===== src/design/cc2_pkg.sv =====
// ----------------------------------------------------------------------------
// cc2_pkg
// Shared types and constants for the two-detector coincidence counter.
// ----------------------------------------------------------------------------
package cc2_pkg;

  // detector masks of an open group
  localparam logic [1:0] DET_MASK_1    = 2'b01;
  localparam logic [1:0] DET_MASK_2    = 2'b10;
  localparam logic [1:0] DET_MASK_BOTH = 2'b11;

  // adjusted times carry this offset so they never go negative
  localparam int DELAY_BIAS_BIT = 21;

  localparam int QUEUE_DEPTH = 4;
  localparam int QPTR_W      = 2;

  localparam int CFG_ADDR_W = 3;
  localparam int CFG_DATA_W = 21;

  typedef enum logic [CFG_ADDR_W-1:0] {
    REG_DET1_LOW  = 3'd0,
    REG_DET1_HIGH = 3'd1,
    REG_DET2_LOW  = 3'd2,
    REG_DET2_HIGH = 3'd3,
    REG_WINDOW    = 3'd4,
    REG_DET1_DLY  = 3'd5
  } cfg_reg_t;

  typedef struct packed {
    logic [15:0] det1_low;
    logic [15:0] det1_high;
    logic [15:0] det2_low;
    logic [15:0] det2_high;
    logic [19:0] window;
    logic [20:0] det1_delay;
  } cfg_t;

  // classification of one queued item
  typedef struct packed {
    logic frame_end;
    logic det;
    logic keep;
  } item_flags_t;

endpackage


===== src/design/cc2_front.sv =====
// ----------------------------------------------------------------------------
// cc2_front
// Accepts beats, applies the energy window and forms the biased adjusted time.
// ----------------------------------------------------------------------------
module cc2_front import cc2_pkg::*; #(
  parameter int TIME_BITS = 48
) (
  input  logic                                 s_tvalid,
  output logic                                 s_tready,
  input  logic [((TIME_BITS+32+7)/8)*8-1:0]    s_tdata,  // event_time, energy, dead_time
  input  logic [1:0]                           s_tuser,  // action, detector
  input  cfg_t                                 cfg,
  input  logic                                 q_full,
  output logic                                 push,
  output item_flags_t                          flags,
  output logic [TIME_BITS+1:0]                 adj,
  output logic [15:0]                          dead
);

  localparam int AW = TIME_BITS + 2;

  logic [TIME_BITS-1:0] t;
  logic [15:0]          energy;
  logic [15:0]          lo;
  logic [15:0]          hi;
  logic [AW-1:0]        bias;
  logic [AW-1:0]        delay_ext;

  assign t      = s_tdata[TIME_BITS-1:0];
  assign energy = s_tdata[TIME_BITS+15:TIME_BITS];
  assign dead   = s_tdata[TIME_BITS+31:TIME_BITS+16];

  assign s_tready = !q_full;
  assign push     = s_tvalid && !q_full;

  assign lo = s_tuser[1] ? cfg.det2_low  : cfg.det1_low;
  assign hi = s_tuser[1] ? cfg.det2_high : cfg.det1_high;

  assign bias      = AW'(1) << DELAY_BIAS_BIT;
  assign delay_ext = s_tuser[1] ? '0 : {{(AW-21){cfg.det1_delay[20]}}, cfg.det1_delay};

  // result is never negative, so the wrap of the sum is harmless
  assign adj = {2'b00, t} + bias + delay_ext;

  assign flags.frame_end = s_tuser[0];
  assign flags.det       = s_tuser[1];
  assign flags.keep      = (energy > lo) && (energy <= hi);

endmodule


===== src/design/cc2_queue.sv =====
// ----------------------------------------------------------------------------
// cc2_queue
// Short register queue between the classify front and the counting back.
// ----------------------------------------------------------------------------
module cc2_queue import cc2_pkg::*; #(
  parameter int WIDTH = 69
) (
  input  logic             clk,
  input  logic             rst,
  input  logic             push,
  input  logic [WIDTH-1:0] push_data,
  output logic             full,
  input  logic             pop,
  output logic             valid,
  output logic [WIDTH-1:0] data
);

  logic [WIDTH-1:0]  mem [QUEUE_DEPTH];
  logic [QPTR_W-1:0] wr_ptr;
  logic [QPTR_W-1:0] rd_ptr;
  logic [QPTR_W:0]   count;

  assign full  = (count == (QPTR_W+1)'(QUEUE_DEPTH));
  assign valid = (count != '0);
  assign data  = mem[rd_ptr];

  always_ff @(posedge clk) begin
    if (push) begin
      mem[wr_ptr] <= push_data;
    end
  end

  always_ff @(posedge clk) begin
    if (rst) begin
      wr_ptr <= '0;
      rd_ptr <= '0;
      count  <= '0;
    end else begin
      if (push) begin
        wr_ptr <= wr_ptr + 1'b1;
      end
      if (pop) begin
        rd_ptr <= rd_ptr + 1'b1;
      end
      if (push && !pop) begin
        count <= count + 1'b1;
      end else if (pop && !push) begin
        count <= count - 1'b1;
      end
    end
  end

endmodule


===== src/design/cc2_back.sv =====
// ----------------------------------------------------------------------------
// cc2_back
// Groups kept events, keeps the frame counters and drives the result beat.
// ----------------------------------------------------------------------------
module cc2_back import cc2_pkg::*; #(
  parameter int COUNT_BITS = 32,
  parameter int TIME_BITS  = 48
) (
  input  logic                 clk,
  input  logic                 rst,
  input  logic                 q_valid,
  input  item_flags_t          q_flags,
  input  logic [TIME_BITS+1:0] q_adj,
  input  logic [15:0]          q_dead,
  output logic                 q_pop,
  input  logic [19:0]          window,
  output logic                 m_tvalid,
  input  logic                 m_tready,
  // det1_count, det2_count, single_coincidences, multiple_coincidences,
  // det1_dead_sum, det2_dead_sum
  output logic [191:0]         m_tdata
);

  localparam int AW = TIME_BITS + 2;
  localparam int CW = COUNT_BITS;

  logic [AW-1:0] group_last_time;
  logic [1:0]    group_detectors;
  logic [1:0]    group_size;
  logic [CW-1:0] win1;
  logic [CW-1:0] win2;
  logic [CW-1:0] single_cnt;
  logic [CW-1:0] multi_cnt;
  logic [CW-1:0] dead1;
  logic [CW-1:0] dead2;

  logic          is_frame;
  logic [AW-1:0] gap;
  logic          in_win;
  logic          join_grp;
  logic          close_en;
  logic          coinc_hit;
  logic [CW-1:0] single_next;
  logic [CW-1:0] multi_next;
  logic [1:0]    det_bit;

  function automatic logic [CW-1:0] sat_add(input logic [CW-1:0] a, input logic [15:0] b);
    logic [CW:0] s;
    s = {1'b0, a} + {{(CW+1-16){1'b0}}, b};
    return s[CW] ? '1 : s[CW-1:0];
  endfunction

  function automatic logic [31:0] out32(input logic [CW-1:0] a);
    logic [CW+31:0] w;
    w = {32'd0, a};
    return w[31:0];
  endfunction

  assign is_frame = q_flags.frame_end;
  assign q_pop    = q_valid && (!is_frame || !m_tvalid || m_tready);

  // a negative gap always joins an open group
  assign gap      = q_adj - group_last_time;
  assign in_win   = (q_adj < group_last_time) || (gap <= {{(AW-20){1'b0}}, window});
  assign join_grp = (group_size != 2'd0) && in_win;

  assign close_en  = is_frame || (q_flags.keep && !join_grp);
  assign coinc_hit = close_en && (group_size >= 2'd2) && (group_detectors == DET_MASK_BOTH);

  assign single_next = (coinc_hit && group_size == 2'd2) ? sat_add(single_cnt, 16'd1)
                                                         : single_cnt;
  assign multi_next  = (coinc_hit && group_size == 2'd3) ? sat_add(multi_cnt, 16'd1)
                                                         : multi_cnt;
  assign det_bit     = q_flags.det ? DET_MASK_2 : DET_MASK_1;

  always_ff @(posedge clk) begin
    if (q_pop && is_frame) begin
      m_tdata <= {out32(dead2), out32(dead1), out32(multi_next), out32(single_next),
                  out32(win2), out32(win1)};
    end
  end

  always_ff @(posedge clk) begin
    if (rst) begin
      m_tvalid        <= 1'b0;
      group_last_time <= '0;
      group_detectors <= '0;
      group_size      <= '0;
      win1            <= '0;
      win2            <= '0;
      single_cnt      <= '0;
      multi_cnt       <= '0;
      dead1           <= '0;
      dead2           <= '0;
    end else begin
      if (q_pop && is_frame) begin
        m_tvalid <= 1'b1;
      end else if (m_tready) begin
        m_tvalid <= 1'b0;
      end
      if (q_pop) begin
        if (is_frame) begin
          group_last_time <= '0;
          group_detectors <= '0;
          group_size      <= '0;
          win1            <= '0;
          win2            <= '0;
          single_cnt      <= '0;
          multi_cnt       <= '0;
          dead1           <= '0;
          dead2           <= '0;
        end else begin
          if (q_flags.det) begin
            dead2 <= sat_add(dead2, q_dead);
          end else begin
            dead1 <= sat_add(dead1, q_dead);
          end
          if (q_flags.keep) begin
            if (q_flags.det) begin
              win2 <= sat_add(win2, 16'd1);
            end else begin
              win1 <= sat_add(win1, 16'd1);
            end
            single_cnt      <= single_next;
            multi_cnt       <= multi_next;
            group_last_time <= q_adj;
            if (join_grp) begin
              group_detectors <= group_detectors | det_bit;
              group_size      <= (group_size == 2'd3) ? 2'd3 : group_size + 2'd1;
            end else begin
              group_detectors <= det_bit;
              group_size      <= 2'd1;
            end
          end
        end
      end
    end
  end

`ifndef SYNTHESIS
  a_frame_clears: assert property (@(posedge clk) disable iff (rst)
    (q_pop && is_frame) |=> (m_tvalid && group_size == 2'd0 && win1 == '0 && win2 == '0))
    else $error("frame end did not post a result and clear the group");

  a_group_has_det: assert property (@(posedge clk) disable iff (rst)
    (group_size != 2'd0) |-> (group_detectors != 2'd0))
    else $error("open group without a detector");

  a_single_member: assert property (@(posedge clk) disable iff (rst)
    (group_size == 2'd1) |-> $onehot(group_detectors))
    else $error("one-event group marks both detectors");
`endif

endmodule


===== src/design/two_detector_coincidence_counter.sv =====
// flow: an event beat lands in the queue at the next edge; a frame-end beat passes
//   through the queue register and then raises the registered m_tvalid and m_tdata
// throughput: one beat per cycle while the queue is not full;
//   a frame-end beat waits in the queue while the previous result is not taken
// reset: synchronous rst clears queue, counters and group state and loads the
//   register defaults
// ----------------------------------------------------------------------------
// two_detector_coincidence_counter
// Per-frame in-window counts, coincidence counts and dead-time sums for two
// detectors with an extending coincidence window.
// ----------------------------------------------------------------------------
module two_detector_coincidence_counter import cc2_pkg::*; #(
  parameter int COUNT_BITS = 32,
  parameter int TIME_BITS  = 48
) (
  input  logic                              clk,
  input  logic                              rst,
  input  logic                              s_tvalid,
  output logic                              s_tready,
  input  logic [((TIME_BITS+32+7)/8)*8-1:0] s_tdata,  // event_time, energy, dead_time
  input  logic [1:0]                        s_tuser,  // action, detector
  output logic                              m_tvalid,
  input  logic                              m_tready,
  // det1_count, det2_count, single_coincidences, multiple_coincidences,
  // det1_dead_sum, det2_dead_sum
  output logic [191:0]                      m_tdata,
  input  logic                              cfg_we,
  input  logic [CFG_ADDR_W-1:0]             cfg_addr,
  input  logic [CFG_DATA_W-1:0]             cfg_data
);

  localparam int AW = TIME_BITS + 2;
  localparam int QW = $bits(item_flags_t) + 16 + AW;

  cfg_t          cfg;
  logic          push;
  item_flags_t   f_flags;
  logic [AW-1:0] f_adj;
  logic [15:0]   f_dead;
  logic          q_full;
  logic          q_valid;
  logic          q_pop;
  logic [QW-1:0] q_data;
  item_flags_t   q_flags;
  logic [AW-1:0] q_adj;
  logic [15:0]   q_dead;

  always_ff @(posedge clk) begin
    if (rst) begin
      cfg.det1_low   <= 16'd1;
      cfg.det1_high  <= 16'd4095;
      cfg.det2_low   <= 16'd1;
      cfg.det2_high  <= 16'd4095;
      cfg.window     <= 20'd100;
      cfg.det1_delay <= 21'd0;
    end else if (cfg_we) begin
      case (cfg_addr)
        REG_DET1_LOW:  cfg.det1_low   <= cfg_data[15:0];
        REG_DET1_HIGH: cfg.det1_high  <= cfg_data[15:0];
        REG_DET2_LOW:  cfg.det2_low   <= cfg_data[15:0];
        REG_DET2_HIGH: cfg.det2_high  <= cfg_data[15:0];
        REG_WINDOW:    cfg.window     <= cfg_data[19:0];
        REG_DET1_DLY:  cfg.det1_delay <= cfg_data[20:0];
        default: ;
      endcase
    end
  end

  cc2_front #(
    .TIME_BITS(TIME_BITS)
  ) u_front (
    .s_tvalid (s_tvalid),
    .s_tready (s_tready),
    .s_tdata  (s_tdata),
    .s_tuser  (s_tuser),
    .cfg      (cfg),
    .q_full   (q_full),
    .push     (push),
    .flags    (f_flags),
    .adj      (f_adj),
    .dead     (f_dead)
  );

  cc2_queue #(
    .WIDTH(QW)
  ) u_queue (
    .clk       (clk),
    .rst       (rst),
    .push      (push),
    .push_data ({f_flags, f_dead, f_adj}),
    .full      (q_full),
    .pop       (q_pop),
    .valid     (q_valid),
    .data      (q_data)
  );

  assign q_adj   = q_data[AW-1:0];
  assign q_dead  = q_data[AW+15:AW];
  assign q_flags = item_flags_t'(q_data[QW-1:AW+16]);

  cc2_back #(
    .COUNT_BITS(COUNT_BITS),
    .TIME_BITS (TIME_BITS)
  ) u_back (
    .clk      (clk),
    .rst      (rst),
    .q_valid  (q_valid),
    .q_flags  (q_flags),
    .q_adj    (q_adj),
    .q_dead   (q_dead),
    .q_pop    (q_pop),
    .window   (cfg.window),
    .m_tvalid (m_tvalid),
    .m_tready (m_tready),
    .m_tdata  (m_tdata)
  );

endmodule

===== config.mk =====
export PLATFORM = sky130hd
export DESIGN_NAME = two_detector_coincidence_counter
export DESIGN_NICKNAME = d
export VERILOG_FILES = /design/src/design/cc2_pkg.sv /design/src/design/cc2_front.sv /design/src/design/cc2_queue.sv /design/src/design/cc2_back.sv /design/src/design/two_detector_coincidence_counter.sv
export SDC_FILE = /design/constraint.sdc
export NUM_CORES = 2
export LEC_CHECK = 0
export BUFFER_PORTS_ARGS = -buffer_cell sky130_fd_sc_hd__buf_2
export CAP_MARGIN = 20
export CORE_UTILIZATION = 49
export DETAILED_ROUTE_END_ITERATION = 7
export GPL_ROUTABILITY_DRIVEN = 0
export PLACE_DENSITY_LB_ADDON = 0.2
export SYNTH_ARGS = -nofsm -noshare
export SYNTH_HDL_FRONTEND = slang
export SYNTH_SLANG_ARGS = --single-unit

===== constraint.sdc =====
create_clock -name clk -period 8.7 [get_ports clk]
set_input_delay 1.74 -clock clk [delete_from_list [all_inputs] [get_ports clk]]
set_output_delay 1.74 -clock clk [all_outputs]
set_load 0.01 [all_outputs]

==> impl_metrics.toml <==
[sta]
finalCriticalPeriod_ns = 7.604
fmax_mhz = 131.5
finalHoldViolCount = 0
finalSetupTns_ns = 0
rsz0062_at_grt = "no"
final-max-slew-violation-count = 0
tightest_slew_ns = 1.116
setup_viol = 0
timing.final.crit_share_pct = 87.40
slew_headroom_pct = 25.63
fin_skew_ns = 0.03397
layout_setup_ws_ns = 1.096

[worst_setup_path]
reg2reg_slack_ns = 1.10
worst_setup_path_start_kind = "flip-flop"
worst_ep_required_time_ns = 9.10
critPathCaptureType = "flip-flop"
arrival_ns = 8.00
r2r_cells = 26
worstPathMaxFanout = 21
r2r_end = "u_back.m_tdata[110]$_DFFE_PP_"
critPathKind = "flip-flop to flip-flop"

[detailed_routing]
ant_nets = 0
wl_per_cell_um = 19.46
drt_wl_total_um = 110800
drt_iter0_markers = 2697
drc = 0
firstDrtPassIters = 6
viasPerCell = 5.886
vias = 33520

[logic_synthesis]
syn_avg_cell_area_um2 = 9.930
ys_ff_latch = 829
synthCells = 4255
yosysMostFrequentCell = "nand2_1"
syn_nets = 4564
netlist_area_um2 = 42250
async_flop_share_pct = 0
synth-edff-count = 468
synth_top_cell_area_share_pct = 33.26
yosysWarningCount = 0
yosysSeqAreaShare_pct = 50.36
ys_types = 88
ys.flop_type = "edfxtp_1"
synthTopCellsByArea = "edfxtp_1, dfxtp_1, ha_1"
synth_area_leader_cell = "edfxtp_1"
synth_commonest_cells = "nand2_1, edfxtp_1, a21oi_1"

[placement]
place_ws_ns = 1.147
place_area_um2 = 44720
dp_hpwl_um = 75930
portBuffers = 304

[power_and_ir_drop]
power_density_nw_per_um2 = 306.8
p_sw_mw = 5.506
clkPwrFrac_pct = 27.0
p_comb_share_pct = 38.3
p_leak_nw = 17.75
peakVddDrop_v = 0.0002649
seqPwrFrac_pct = 34.7
p_int_mw = 9.176
p_sw_share_pct = 37.50

[hold_path]
hold_path_class = "flip-flop to flip-flop"
worstHoldStart = "cfg[8]$_SDFFE_PP0P_"
hold_depth = 2
min_to = "cfg[8]$_SDFFE_PP0P_"

[floorplan]
rows = 107
die_w_um = 295.7
coreArea_um2 = 85280
dieArea_um2 = 87410
start_util_pct = 49.55
die_y_um = 295.7
boundaryPins = 305

[cts]
cts_resized = 0
cts_hold_buf = 0
cts_tree = "done"
post-cts-setup-buffer-count = 0
clock-sinks = 829
root_buffer = "clkbuf_16"
cts_buffer_depth = 3
clk_pin_slew_worst_paths_ns = 0.06
cts_buffers = 87
clk_latency_ns = 0.66
h-tree-depth = 3

[finish]
syn_to_final_growth_pct = 13.25
nFillCells = 7509
fin_nets = 4777
fin_util_pct = 56.11
drive_gt1_share_pct = 13.67
design_area_um2 = 47850

[global_route]
antenna_found_initial = 18
grt_start_max_net_pins = 165
first_global_vias = 31540
grt_pass1_wl_um = 174200
grt_overflow = 0
grt_use_total_pct = 24.93

[run_status]
run_status = "finished, final reports clean"

[run]
cap_violations = 0
-- worst max path at each step --
stage | startpoint | slack [ns] | cells past startpoint | to
after floorplan | m_tready | 1.35 | 10 | u_back.multi_cnt[30]$_SDFFE_PP0P_
after global placement | flip-flop | 1.18 | 26 | u_back.m_tdata[110]$_DFFE_PP_
after detailed placement | flip-flop | 1.15 | 26 | u_back.m_tdata[110]$_DFFE_PP_
after CTS | flip-flop | 1.11 | 26 | u_back.m_tdata[110]$_DFFE_PP_
after global routing | flip-flop | 0.55 | 26 | u_back.m_tdata[110]$_DFFE_PP_
final | flip-flop | 1.10 | 26 | u_back.m_tdata[110]$_DFFE_PP_
-- worst max-delay path: stages, from the launching register on --
cell and delay (ns):
dfxtp_4 0.60, mux4_2 0.57, inv_1 0.07, ha_1 0.15
inv_1 0.06, fa_1 0.42, a211oi_2 0.19, o21bai_1 0.17
o2111ai_1 0.36, o21a_1 0.19, o21ai_0 0.15, xor2_1 0.18
ha_1 0.33, nand4_1 0.10, nor3_1 0.26, nand4_1 0.13
o21ai_0 0.10, o2bb2ai_1 0.10, a311o_1 0.29, a2111oi_2 0.30
nand4_1 0.16, or4_1 0.61, o32ai_2 0.73, or2_1 0.50
buf_4 0.27, nor2_1 0.07, mux2_2 0.26
-- area by class of cell --
| cell class | count | area [um2] | share of cell area (%) |
|---|---|---|---|
| Sequential cell | 829 | 21290 | 44.49 |
| Multi-Input combinational cell | 3058 | 19620 | 41.00 |
| Clock buffer | 116 | 2441 | 5.101 |
| Timing Repair Buffer | 343 | 1856 | 3.878 |
| Tap cell | 1144 | 1431 | 2.991 |
| Clock inverter | 48 | 633.1 | 1.323 |
| Inverter | 149 | 566.8 | 1.184 |
| Antenna cell | 8 | 20.02 | 0.04183 |
-- power groups by stage --
stage          registers [mW]  logic [mW]  clock network [mW]
3_3_place_gp             5.16        5.52                   0
5_1_grt                  5.14        6.22                4.18
3_5_place_dp             5.18        5.56                   0
2_1_floorplan            5.28        3.82                   0
4_1_cts                  5.09        5.60                4.04
6_report                 5.09        5.63                3.97
-- flip-flops by register name (all words and copies together) (netlist names), 2 cells and up, named ones only --
name and cells:
u_queue.count 3, u_queue.mem 276, u_back.group_detectors 2, u_back.dead1 32, u_back.group_last_time 50, u_back.group_size 2, u_back.multi_cnt 32, u_back.dead2 32
cfg 105, u_queue.wr_ptr 2, u_queue.rd_ptr 2, u_back.single_cnt 32, u_back.win1 32, u_back.m_tdata 192, u_back.win2 32
-- routing by layer --
layer,track usage (%),wire (um),up-vias
met3,3.597,7454,207
met4,8.366,3163,6
met2,40.62,51850,1151
li1,-,-,16180
met5,0,34,-
met1,34.07,48340,15980
-- logic make-up (layout without fill, tap and decap cells) --
kind of cell    count (synthesis)  after routing  synth area share [%]
flops                         829            829                 50.36
compound gates               1141           1141                 16.26
mux                           117            117                 4.827
other cells                     0              8                     0
buf+inv                       368            656                 3.405
simple gates                 1466           1466                 16.37
fa+ha+maj                     198            198                 5.952
xor+xnor                      136            136                 2.819
-- placed cells by master (no fill, tap or decap), drive strengths merged, types with 44 or more instances in the layout --
master,n
dfxtp,361
nor2,251
nor2b,61
a21o,62
edfxtp,468
o21ai,273
a31oi,79
xnor2,92
inv,153
nand2,546
clkbuf,117
and3,83
nand3,194
mux4,68
ha,193
nor3,92
a21oi,465
nand4,57
xor2,44
buf,342
-- stage by stage --
| stage | power (mW) | hold slack (ns) | cells |
|---|---|---|---|
| after floorplan | 9.107 | 0.4064 | 4255 |
| after global placement | 10.68 | 0.4382 | 5521 |
| after detailed placement | 10.74 | 0.4432 | 5521 |
| after CTS | 14.73 | 0.4510 | 5685 |
| after global routing | 15.55 | 0.4616 | 5689 |
| final | 14.68 | 0.4497 | 5695 |
Note: power is estimated with default switching activity, not from simulation.
